$ cat config.mk
export PLATFORM = sky130hd
export DESIGN_NAME = csv_column_type_inference_top
export DESIGN_NICKNAME = d
export VERILOG_FILES = /design/src/hw/rtl/csvti_pkg.sv /design/src/hw/rtl/csvti_cell.sv /design/src/hw/rtl/csvti_column.sv /design/src/hw/rtl/csv_column_type_inference_top.sv
export SDC_FILE = /design/constraint.sdc
export NUM_CORES = 1
export LEC_CHECK = 0
export BUFFER_PORTS_ARGS = -buffer_cell sky130_fd_sc_hd__buf_4
export CORE_MARGIN = 10
export CORE_UTILIZATION = 60
export DETAILED_ROUTE_END_ITERATION = 10
export GPL_ROUTABILITY_DRIVEN = 0
export PLACE_DENSITY = 0.82
export SLEW_MARGIN = 10
export SYNTH_ARGS = -nofsm -noshare
export SYNTH_HDL_FRONTEND = slang
export SYNTH_SLANG_ARGS = --single-unit
$ cat constraint.sdc
create_clock -name clock -period 5.2 [get_ports clock]
set_input_delay 1.04 -clock clock [delete_from_list [all_inputs] [get_ports clock]]
set_output_delay 1.04 -clock clock [all_outputs]
set_load 0.02 [all_outputs]
$ cat src/hw/rtl/csvti_pkg.sv
`timescale 1ns / 1ps

package csvti_pkg;

   // Operation carried by each input item.
   typedef enum logic [1:0] {
      OP_CHAR       = 2'd0,
      OP_END_CELL   = 2'd1,
      OP_END_COLUMN = 2'd2,
      OP_UNUSED     = 2'd3
   } op_code_type;

   // Cell and column type codes, listed in priority order.
   typedef enum logic [1:0] {
      TYPE_BOOL   = 2'd0,
      TYPE_FLOAT  = 2'd1,
      TYPE_INT    = 2'd2,
      TYPE_STRING = 2'd3
   } type_code_type;

   typedef struct packed {
      op_code_type op;
      logic [7:0]  ch;
   } req_payload_type;

   typedef struct packed {
      type_code_type cell_type;
      type_code_type column_type;
      logic          column_done;
   } rsp_payload_type;

   // Per-cycle control decoded from the item that is being processed.
   typedef struct packed {
      logic take_char;
      logic end_cell;
      logic end_column;
   } step_type;

   localparam logic [7:0] CHAR_DASH    = 8'h2D;
   localparam logic [7:0] CHAR_DOT     = 8'h2E;
   localparam logic [7:0] CHAR_ZERO    = 8'h30;
   localparam logic [7:0] CHAR_NINE    = 8'h39;
   localparam logic [7:0] CHAR_UPPER_A = 8'h41;
   localparam logic [7:0] CHAR_UPPER_Z = 8'h5A;
   localparam logic [7:0] CASE_OFFSET  = 8'h20;

   localparam logic [2:0] TRUE_LENGTH  = 3'd4;
   localparam logic [2:0] FALSE_LENGTH = 3'd5;
   localparam logic [2:0] POSITION_MAX = 3'd7;

   // Letters of "true", indexed by character position.
   function automatic logic [7:0] true_letter(input logic [1:0] pos);
      logic [7:0] letter;
      case (pos)
         2'd0:    letter = 8'h74;
         2'd1:    letter = 8'h72;
         2'd2:    letter = 8'h75;
         default: letter = 8'h65;
      endcase
      return letter;
   endfunction

   // Letters of "false", indexed by character position.
   function automatic logic [7:0] false_letter(input logic [2:0] pos);
      logic [7:0] letter;
      case (pos)
         3'd0:    letter = 8'h66;
         3'd1:    letter = 8'h61;
         3'd2:    letter = 8'h6C;
         3'd3:    letter = 8'h73;
         3'd4:    letter = 8'h65;
         default: letter = 8'h00;
      endcase
      return letter;
   endfunction

endpackage

$ cat src/hw/rtl/csvti_cell.sv
`timescale 1ns / 1ps

module csvti_cell import csvti_pkg::*; (
   input  logic          clock,
   input  logic          reset,
   input  step_type      step,
   input  logic [7:0]    ch,
   input  logic          allow_leading_dot,
   output type_code_type cell_type
);

   logic [2:0] pos_ff, pos_in;
   logic       true_ff, true_in;
   logic       false_ff, false_in;
   logic       sign_ff, sign_in;
   logic       start_ok_ff, start_ok_in;
   logic       open_ff, open_in;
   logic [1:0] dots_ff, dots_in;
   logic       int_ok_ff, int_ok_in;

   logic [7:0] lower_ch;
   logic       is_digit;
   logic       body_start;

   // Character classification.
   assign lower_ch = (ch >= CHAR_UPPER_A && ch <= CHAR_UPPER_Z) ? ch + CASE_OFFSET : ch;
   assign is_digit = (ch >= CHAR_ZERO) && (ch <= CHAR_NINE);
   // The first character after an optional leading minus.
   assign body_start = sign_ff ? (pos_ff == 3'd1) : (pos_ff == 3'd0);

   // Next state of the cell flags.
   always_comb begin
      pos_in      = pos_ff;
      true_in     = true_ff;
      false_in    = false_ff;
      sign_in     = sign_ff;
      start_ok_in = start_ok_ff;
      open_in     = open_ff;
      dots_in     = dots_ff;
      int_ok_in   = int_ok_ff;
      if (step.end_cell) begin
         pos_in      = '0;
         true_in     = 1'b1;
         false_in    = 1'b1;
         sign_in     = 1'b0;
         start_ok_in = 1'b0;
         open_in     = 1'b1;
         dots_in     = '0;
         int_ok_in   = 1'b1;
      end else if (step.take_char) begin
         if (pos_ff >= TRUE_LENGTH || lower_ch != true_letter(pos_ff[1:0])) begin
            true_in = 1'b0;
         end
         if (pos_ff >= FALSE_LENGTH || lower_ch != false_letter(pos_ff)) begin
            false_in = 1'b0;
         end
         if (pos_ff == 3'd0 && ch == CHAR_DASH) begin
            sign_in = 1'b1;
         end else begin
            if (!is_digit) begin
               int_ok_in = 1'b0;
            end
            if (body_start && !allow_leading_dot) begin
               start_ok_in = is_digit;
               if (!is_digit) begin
                  open_in = 1'b0;
               end
            end else if (open_ff) begin
               if (ch == CHAR_DOT) begin
                  if (dots_ff != 2'd2) begin
                     dots_in = dots_ff + 2'd1;
                  end
               end else if (!is_digit) begin
                  open_in = 1'b0;
               end
            end
         end
         if (pos_ff != POSITION_MAX) begin
            pos_in = pos_ff + 3'd1;
         end
      end
   end

   always_ff @(posedge clock) begin
      if (reset) begin
         pos_ff      <= '0;
         true_ff     <= 1'b1;
         false_ff    <= 1'b1;
         sign_ff     <= 1'b0;
         start_ok_ff <= 1'b0;
         open_ff     <= 1'b1;
         dots_ff     <= '0;
         int_ok_ff   <= 1'b1;
      end else begin
         pos_ff      <= pos_in;
         true_ff     <= true_in;
         false_ff    <= false_in;
         sign_ff     <= sign_in;
         start_ok_ff <= start_ok_in;
         open_ff     <= open_in;
         dots_ff     <= dots_in;
         int_ok_ff   <= int_ok_in;
      end
   end

   // Classification of the cell seen so far, in priority order.
   always_comb begin
      if ((true_ff && pos_ff == TRUE_LENGTH) || (false_ff && pos_ff == FALSE_LENGTH)) begin
         cell_type = TYPE_BOOL;
      end else if ((allow_leading_dot || start_ok_ff) && dots_ff == 2'd1) begin
         cell_type = TYPE_FLOAT;
      end else if (int_ok_ff) begin
         cell_type = TYPE_INT;
      end else begin
         cell_type = TYPE_STRING;
      end
   end

`ifndef SYNTHESIS
   // The minus sign is only ever recorded as the first character.
   assert property (@(posedge clock) disable iff (reset)
      sign_ff |-> (pos_ff != 3'd0))
      else $error("sign flag set with no character seen");

   // A finished cell leaves all flags at their starting values.
   assert property (@(posedge clock) disable iff (reset)
      step.end_cell |=> (pos_ff == 3'd0 && dots_ff == 2'd0 && int_ok_ff && open_ff))
      else $error("cell state not cleared after end of cell");
`endif

endmodule

$ cat src/hw/rtl/csvti_column.sv
`timescale 1ns / 1ps

module csvti_column import csvti_pkg::*; (
   input  logic          clock,
   input  logic          reset,
   input  step_type      step,
   input  type_code_type cell_type,
   output type_code_type column_type
);

   type_code_type run_ff, run_in;
   logic          has_cell_ff, has_cell_in;

   // Column type including the cell that ends now.
   always_comb begin
      if (!has_cell_ff) begin
         column_type = cell_type;
      end else if (cell_type != run_ff) begin
         column_type = TYPE_STRING;
      end else begin
         column_type = run_ff;
      end
   end

   always_comb begin
      run_in      = run_ff;
      has_cell_in = has_cell_ff;
      if (step.end_column) begin
         run_in      = TYPE_BOOL;
         has_cell_in = 1'b0;
      end else if (step.end_cell) begin
         run_in      = column_type;
         has_cell_in = 1'b1;
      end
   end

   always_ff @(posedge clock) begin
      if (reset) begin
         run_ff      <= TYPE_BOOL;
         has_cell_ff <= 1'b0;
      end else begin
         run_ff      <= run_in;
         has_cell_ff <= has_cell_in;
      end
   end

`ifndef SYNTHESIS
   // Ending a column starts the next one empty.
   assert property (@(posedge clock) disable iff (reset)
      step.end_column |=> !has_cell_ff)
      else $error("column state not cleared after end of column");
`endif

endmodule

$ cat src/hw/rtl/csv_column_type_inference_top.sv
`timescale 1ns / 1ps

// CSV column type inference.
// The req channel carries one item per cycle: a cell character (op char) or
// an end-of-cell marker, which may also end the column. Unused op codes are
// dropped. The rsp channel returns one item per finished cell: the cell's
// type, the column type so far and a flag marking the column's last cell.
// Types are coded bool, float, int, string, in that priority order.
// The csr channel writes the allow-leading-dot bit; csr_ready is always high
// and the bit should only change while the block is idle.
// An accepted item is processed from the input register; an end-of-cell
// item writes its result into the result register as it is processed. One
// item per cycle is taken unless an end-of-cell item waits; the cell flags
// and the column type are updated between the input and result registers.
// When rsp_stall holds a result, character items keep flowing; only an
// end-of-cell item waits in the input register, with req_stall high, until
// the result slot frees. Reset (synchronous, active high) empties both
// registers, clears the cell and column state and clears the csr bit.
module csv_column_type_inference_top import csvti_pkg::*; (
   input  logic            clock,
   input  logic            reset,
   input  logic            req_valid,
   output logic            req_stall,
   input  req_payload_type req_payload,
   output logic            rsp_valid,
   input  logic            rsp_stall,
   output rsp_payload_type rsp_payload,
   input  logic            csr_valid,
   output logic            csr_ready,
   input  logic            csr_data
);

   logic            in_valid_ff, in_valid_in;
   req_payload_type in_payload_ff;
   logic            rsp_valid_ff, rsp_valid_in;
   rsp_payload_type rsp_payload_ff;
   logic            allow_dot_ff;

   logic            is_end;
   logic            out_free;
   logic            process;
   logic            req_take;
   step_type        step;
   type_code_type   cell_type;
   type_code_type   column_type;

   // Handshake decisions for the input register.
   assign is_end    = (in_payload_ff.op == OP_END_CELL) || (in_payload_ff.op == OP_END_COLUMN);
   assign out_free  = !rsp_valid_ff || !rsp_stall;
   assign process   = in_valid_ff && (!is_end || out_free);
   assign req_stall = in_valid_ff && !process;
   assign req_take  = req_valid && !req_stall;

   assign step.take_char  = process && (in_payload_ff.op == OP_CHAR);
   assign step.end_cell   = process && is_end;
   assign step.end_column = process && (in_payload_ff.op == OP_END_COLUMN);

   assign in_valid_in  = req_take || (in_valid_ff && !process);
   assign rsp_valid_in = step.end_cell || (rsp_valid_ff && rsp_stall);

   csvti_cell u_cell (
      .clock             (clock),
      .reset             (reset),
      .step              (step),
      .ch                (in_payload_ff.ch),
      .allow_leading_dot (allow_dot_ff),
      .cell_type         (cell_type)
   );

   csvti_column u_column (
      .clock       (clock),
      .reset       (reset),
      .step        (step),
      .cell_type   (cell_type),
      .column_type (column_type)
   );

   // Input register.
   always_ff @(posedge clock) begin
      if (reset) begin
         in_valid_ff <= 1'b0;
      end else begin
         in_valid_ff <= in_valid_in;
      end
      if (req_take) begin
         in_payload_ff <= req_payload;
      end
   end

   // Result register.
   always_ff @(posedge clock) begin
      if (reset) begin
         rsp_valid_ff <= 1'b0;
      end else begin
         rsp_valid_ff <= rsp_valid_in;
      end
      if (step.end_cell) begin
         rsp_payload_ff.cell_type   <= cell_type;
         rsp_payload_ff.column_type <= column_type;
         rsp_payload_ff.column_done <= step.end_column;
      end
   end

   // Configuration register.
   always_ff @(posedge clock) begin
      if (reset) begin
         allow_dot_ff <= 1'b0;
      end else if (csr_valid && csr_ready) begin
         allow_dot_ff <= csr_data;
      end
   end

   assign csr_ready   = 1'b1;
   assign rsp_valid   = rsp_valid_ff;
   assign rsp_payload = rsp_payload_ff;

`ifndef SYNTHESIS
   // Every processed end of cell yields a result in the next cycle.
   assert property (@(posedge clock) disable iff (reset)
      step.end_cell |=> rsp_valid)
      else $error("end of cell produced no result");

   // A waiting result is never overwritten by a new one.
   assert property (@(posedge clock) disable iff (reset)
      (rsp_valid_ff && rsp_stall) |-> !step.end_cell)
      else $error("result overwritten while stalled");

   // The column type is either this cell's type or string.
   assert property (@(posedge clock) disable iff (reset)
      rsp_valid |-> (rsp_payload.column_type == rsp_payload.cell_type ||
                     rsp_payload.column_type == TYPE_STRING))
      else $error("column type inconsistent with cell type");
`endif

endmodule

==> reports/summary.json <==
{
  "status": "completed",
  "synth_seq_area_share": 0.431,
  "detail_route.drc_violations": 0,
  "critPathKind": "input port to primary output",
  "ant_nets": 0,
  "top_level_ports": 24,
  "clock_tree_from_tritoncts": "yes",
  "max_slew_margin": 0.386,
  "die_area_sq_um": 5670,
  "yosys-top-cells-count": "sky130_fd_sc_hd__nor2_1, sky130_fd_sc_hd__a21oi_1, sky130_fd_sc_hd__inv_1, sky130_fd_sc_hd__dfxtp_1, sky130_fd_sc_hd__edfxtp_1",
  "first_pass_grt_wire_length_um": 6350,
  "grt_start_max_net_pins": 15,
  "report.final.slew_viol_count": 0,
  "critical_path_buf_inv_count": 3,
  "fill_cells": 225,
  "post_synth_num_cell_types": 54,
  "synthFlopType": "sky130_fd_sc_hd__dfxtp_1",
  "synth_fp_nets": 220,
  "worst_setup_hold_path_clk_slew_ns": 0.10,
  "synth_enable_flop_cells": 15,
  "worst_path_required_time_ns": 4.16,
  "worstSetupPathDepth": 4,
  "layout.nets": 241,
  "syn-cell-area_sq_um": 1840,
  "critical_path_source_type": "input port",
  "drt_first_pass_iters": 4,
  "fin_skew_ns": 0.0116,
  "synth_top_cells_by_area": "sky130_fd_sc_hd__edfxtp_1, sky130_fd_sc_hd__dfxtp_1, sky130_fd_sc_hd__ha_1",
  "clkSinkCount": 32,
  "timing.final.hold_violations": 0,
  "fin_hold_ws_ns": 0.517,
  "cp_slowest_cell": "sky130_fd_sc_hd__buf_4",
  "antenna_violations_before_repair": 0,
  "yosysMostFrequentCell": "sky130_fd_sc_hd__nor2_1",
  "clock_tree.htree_level_count": 2,
  "die_h_um": 75.3,
  "grt.total_usage": 0.144,
  "cts-buffers-inserted": 5,
  "ys_ff_latch": 32,
  "design.core.area_sq_um": 2980,
  "synth_cells": 190,
  "holdBufCountCts": 0,
  "crit_fanout": 4,
  "reg2reg_depth": 7,
  "first_global_vias": 1453,
  "finalWorstPathRequiredPeriod_ns": 2.51,
  "ys_async_rst_share": 0,
  "holdCritPathClass": "register to register",
  "cts-root-to-sink-buffers": 2,
  "holdPathStages": 2,
  "pwr_density_cell_nw_per_um2": 242,
  "rows": 20,
  "timing.setup.tns_ns": 0,
  "drive_gt1_frac": 0.179,
  "timing.critical_path.max_delay_family": "buffers and inverters",
  "die_width_um": 75.3,
  "synth_top_area_cell": "sky130_fd_sc_hd__edfxtp_1",
  "io_buffers": 22,
  "timing.critical_path.arrival_ns": 1.47,
  "num_vias": 1461,
  "rsz0062_at_grt": "no",
  "cts_resized": 0,
  "initial_utilization": 0.616,
  "detail_route.wirelength_um": 3750,
  "yosys_warnings": 0,
  "detailedRoute.firstIterationViolations": 93,
  "crit_path_end_kind": "primary output",
  "worstSkewPairLatency_ns": 0.33,
  "power.total_uw": 498,
  "detail_route.wl_per_cell_um": 15.3,
  "num_antenna_cells": 0,
  "path_common_cell": "sky130_fd_sc_hd__buf_4",
  "grt-ovfl-total": 0,
  "area_growth_pct": 12.1,
  "max-vdd-ir-drop_uv": 182,
  "hpwlAfterDp_um": 2910,
  "max_cap_violations": 0,
  "ctsRootBufferMaster": "sky130_fd_sc_hd__clkbuf_4",
  "final.period_utilization": 0.483,
  "leakage_nw": 0.880,
  "max_freq_ghz": 0.398,
  "post_cts.repair.setup_buffers": 0,
  "synthesis.area_per_instance_sq_um": 9.66,
  "synth_top_area_share": 0.245,
  "critPathMaxStageDelay_ns": 0.15,
  "timing.critical_path.cells": "buf_4, nand4_1, inv_1, buf_4",
  "worst-slew-pin-transition_ns": 0.920,
  "final_setup_violating_endpoints": 0,
  "detail_route.vias_per_cell": 5.96
}
## state kept, by name, indices dropped and copies added (netlist names)
| signal | cells |
|---|---|
| allow_dot_ff | 1 |
| in_payload_ff | 10 |
| in_valid_ff | 1 |
| rsp_payload | 5 |
| rsp_valid | 1 |
| u_cell.dots_ff | 2 |
| u_cell.false_ff | 1 |
| u_cell.int_ok_ff | 1 |
| u_cell.open_ff | 1 |
| u_cell.pos_ff | 3 |
| u_cell.sign_ff | 1 |
| u_cell.start_ok_ff | 1 |
| u_cell.true_ff | 1 |
| u_column.has_cell_ff | 1 |
| u_column.run_ff | 2 |
## final cells by class
type,instances,area [sq um],share of cell area
clock buffer,7,55.1,0.0268
clock inverter,1,7.51,0.00365
inverter,19,71.3,0.0347
multi-input combinational,131,926,0.450
sequential,32,791,0.384
tap,33,41.3,0.0201
timing repair buffer,22,165,0.0803
## metal layers
metal	up-vias	wire, um	track usage
li1	723	-	-
met1	681	1540	0.165
met2	49	1900	0.243
met3	8	258	0.0482
met4	0	51	0.0557
met5	-	0	0
## path summary, 6_finish.rpt
| path | slack, ns | from | to |
|---|---|---|---|
| min reg2reg | 0.52 | u_cell.int_ok_ff | u_cell.int_ok_ff |
| max reg2reg | 2.92 | u_cell.pos_ff[2] | u_cell.false_ff |
| max | 2.69 | rsp_stall | req_stall |
| min | 0.52 | u_cell.int_ok_ff | u_cell.int_ok_ff |
## cell usage in the layout, fill, tap and decap left out, drive strengths merged, types with 2 or more instances in the layout
cell	netlist	layout
a41oi	3	3
and3b	2	2
nand2b	2	2
ha	14	14
xor2	3	3
a211oi	3	3
o21a	2	2
xnor2	4	4
dfxtp	17	17
and3	2	2
nor2	20	20
mux2i	3	3
nand3	2	2
or2	2	2
nand4b	2	2
edfxtp	15	15
nor4	3	3
a21oi	18	18
o21ai	7	7
a21o	2	2
nor2b	3	3
and2	3	3
inv	19	19
buf	5	22
o211ai	3	3
clkbuf	3	7
o2111ai	2	2
nand2	8	8
## worst min-delay path, cell delays in order (launching register included)
cell	delay, ns
sky130_fd_sc_hd__dfxtp_1	0.35
sky130_fd_sc_hd__inv_1	0.07
sky130_fd_sc_hd__o21ai_1	0.06
## cells by family after synthesis
group                    count (synthesis)  share of synthesized area
buffers and inverters                   27                     0.0648
XOR/XNOR                                 7                     0.0334
AO/OA/AOI/OAI                           52                      0.194
AND/OR/NAND/NOR                         54                      0.163
other                                    1                    0.00204
adder cells (fa/ha/maj)                 14                     0.0954
flip-flops                              32                      0.431
multiplexers                             3                     0.0164
## power breakdown
group          total [mW]  switching [mW]  internal (mW)  leakage, nW
Sequential          0.289          0.0142          0.275        0.282
Clock               0.149          0.0833         0.0661       0.0315
Combinational      0.0589          0.0304         0.0285        0.566
## stage by stage
stage	setup WS (ns)	std cells	util	cell area, sq um
2_1_floorplan	2.85	190	-	1840
3_3_place_gp	2.69	237	0.670	1990
3_5_place_dp	2.69	237	0.670	1990
4_1_cts	2.69	245	0.691	2060
5_1_grt	2.60	245	0.691	2060
6_report	2.69	245	0.691	2060
Power figures use the tool's default switching activity.
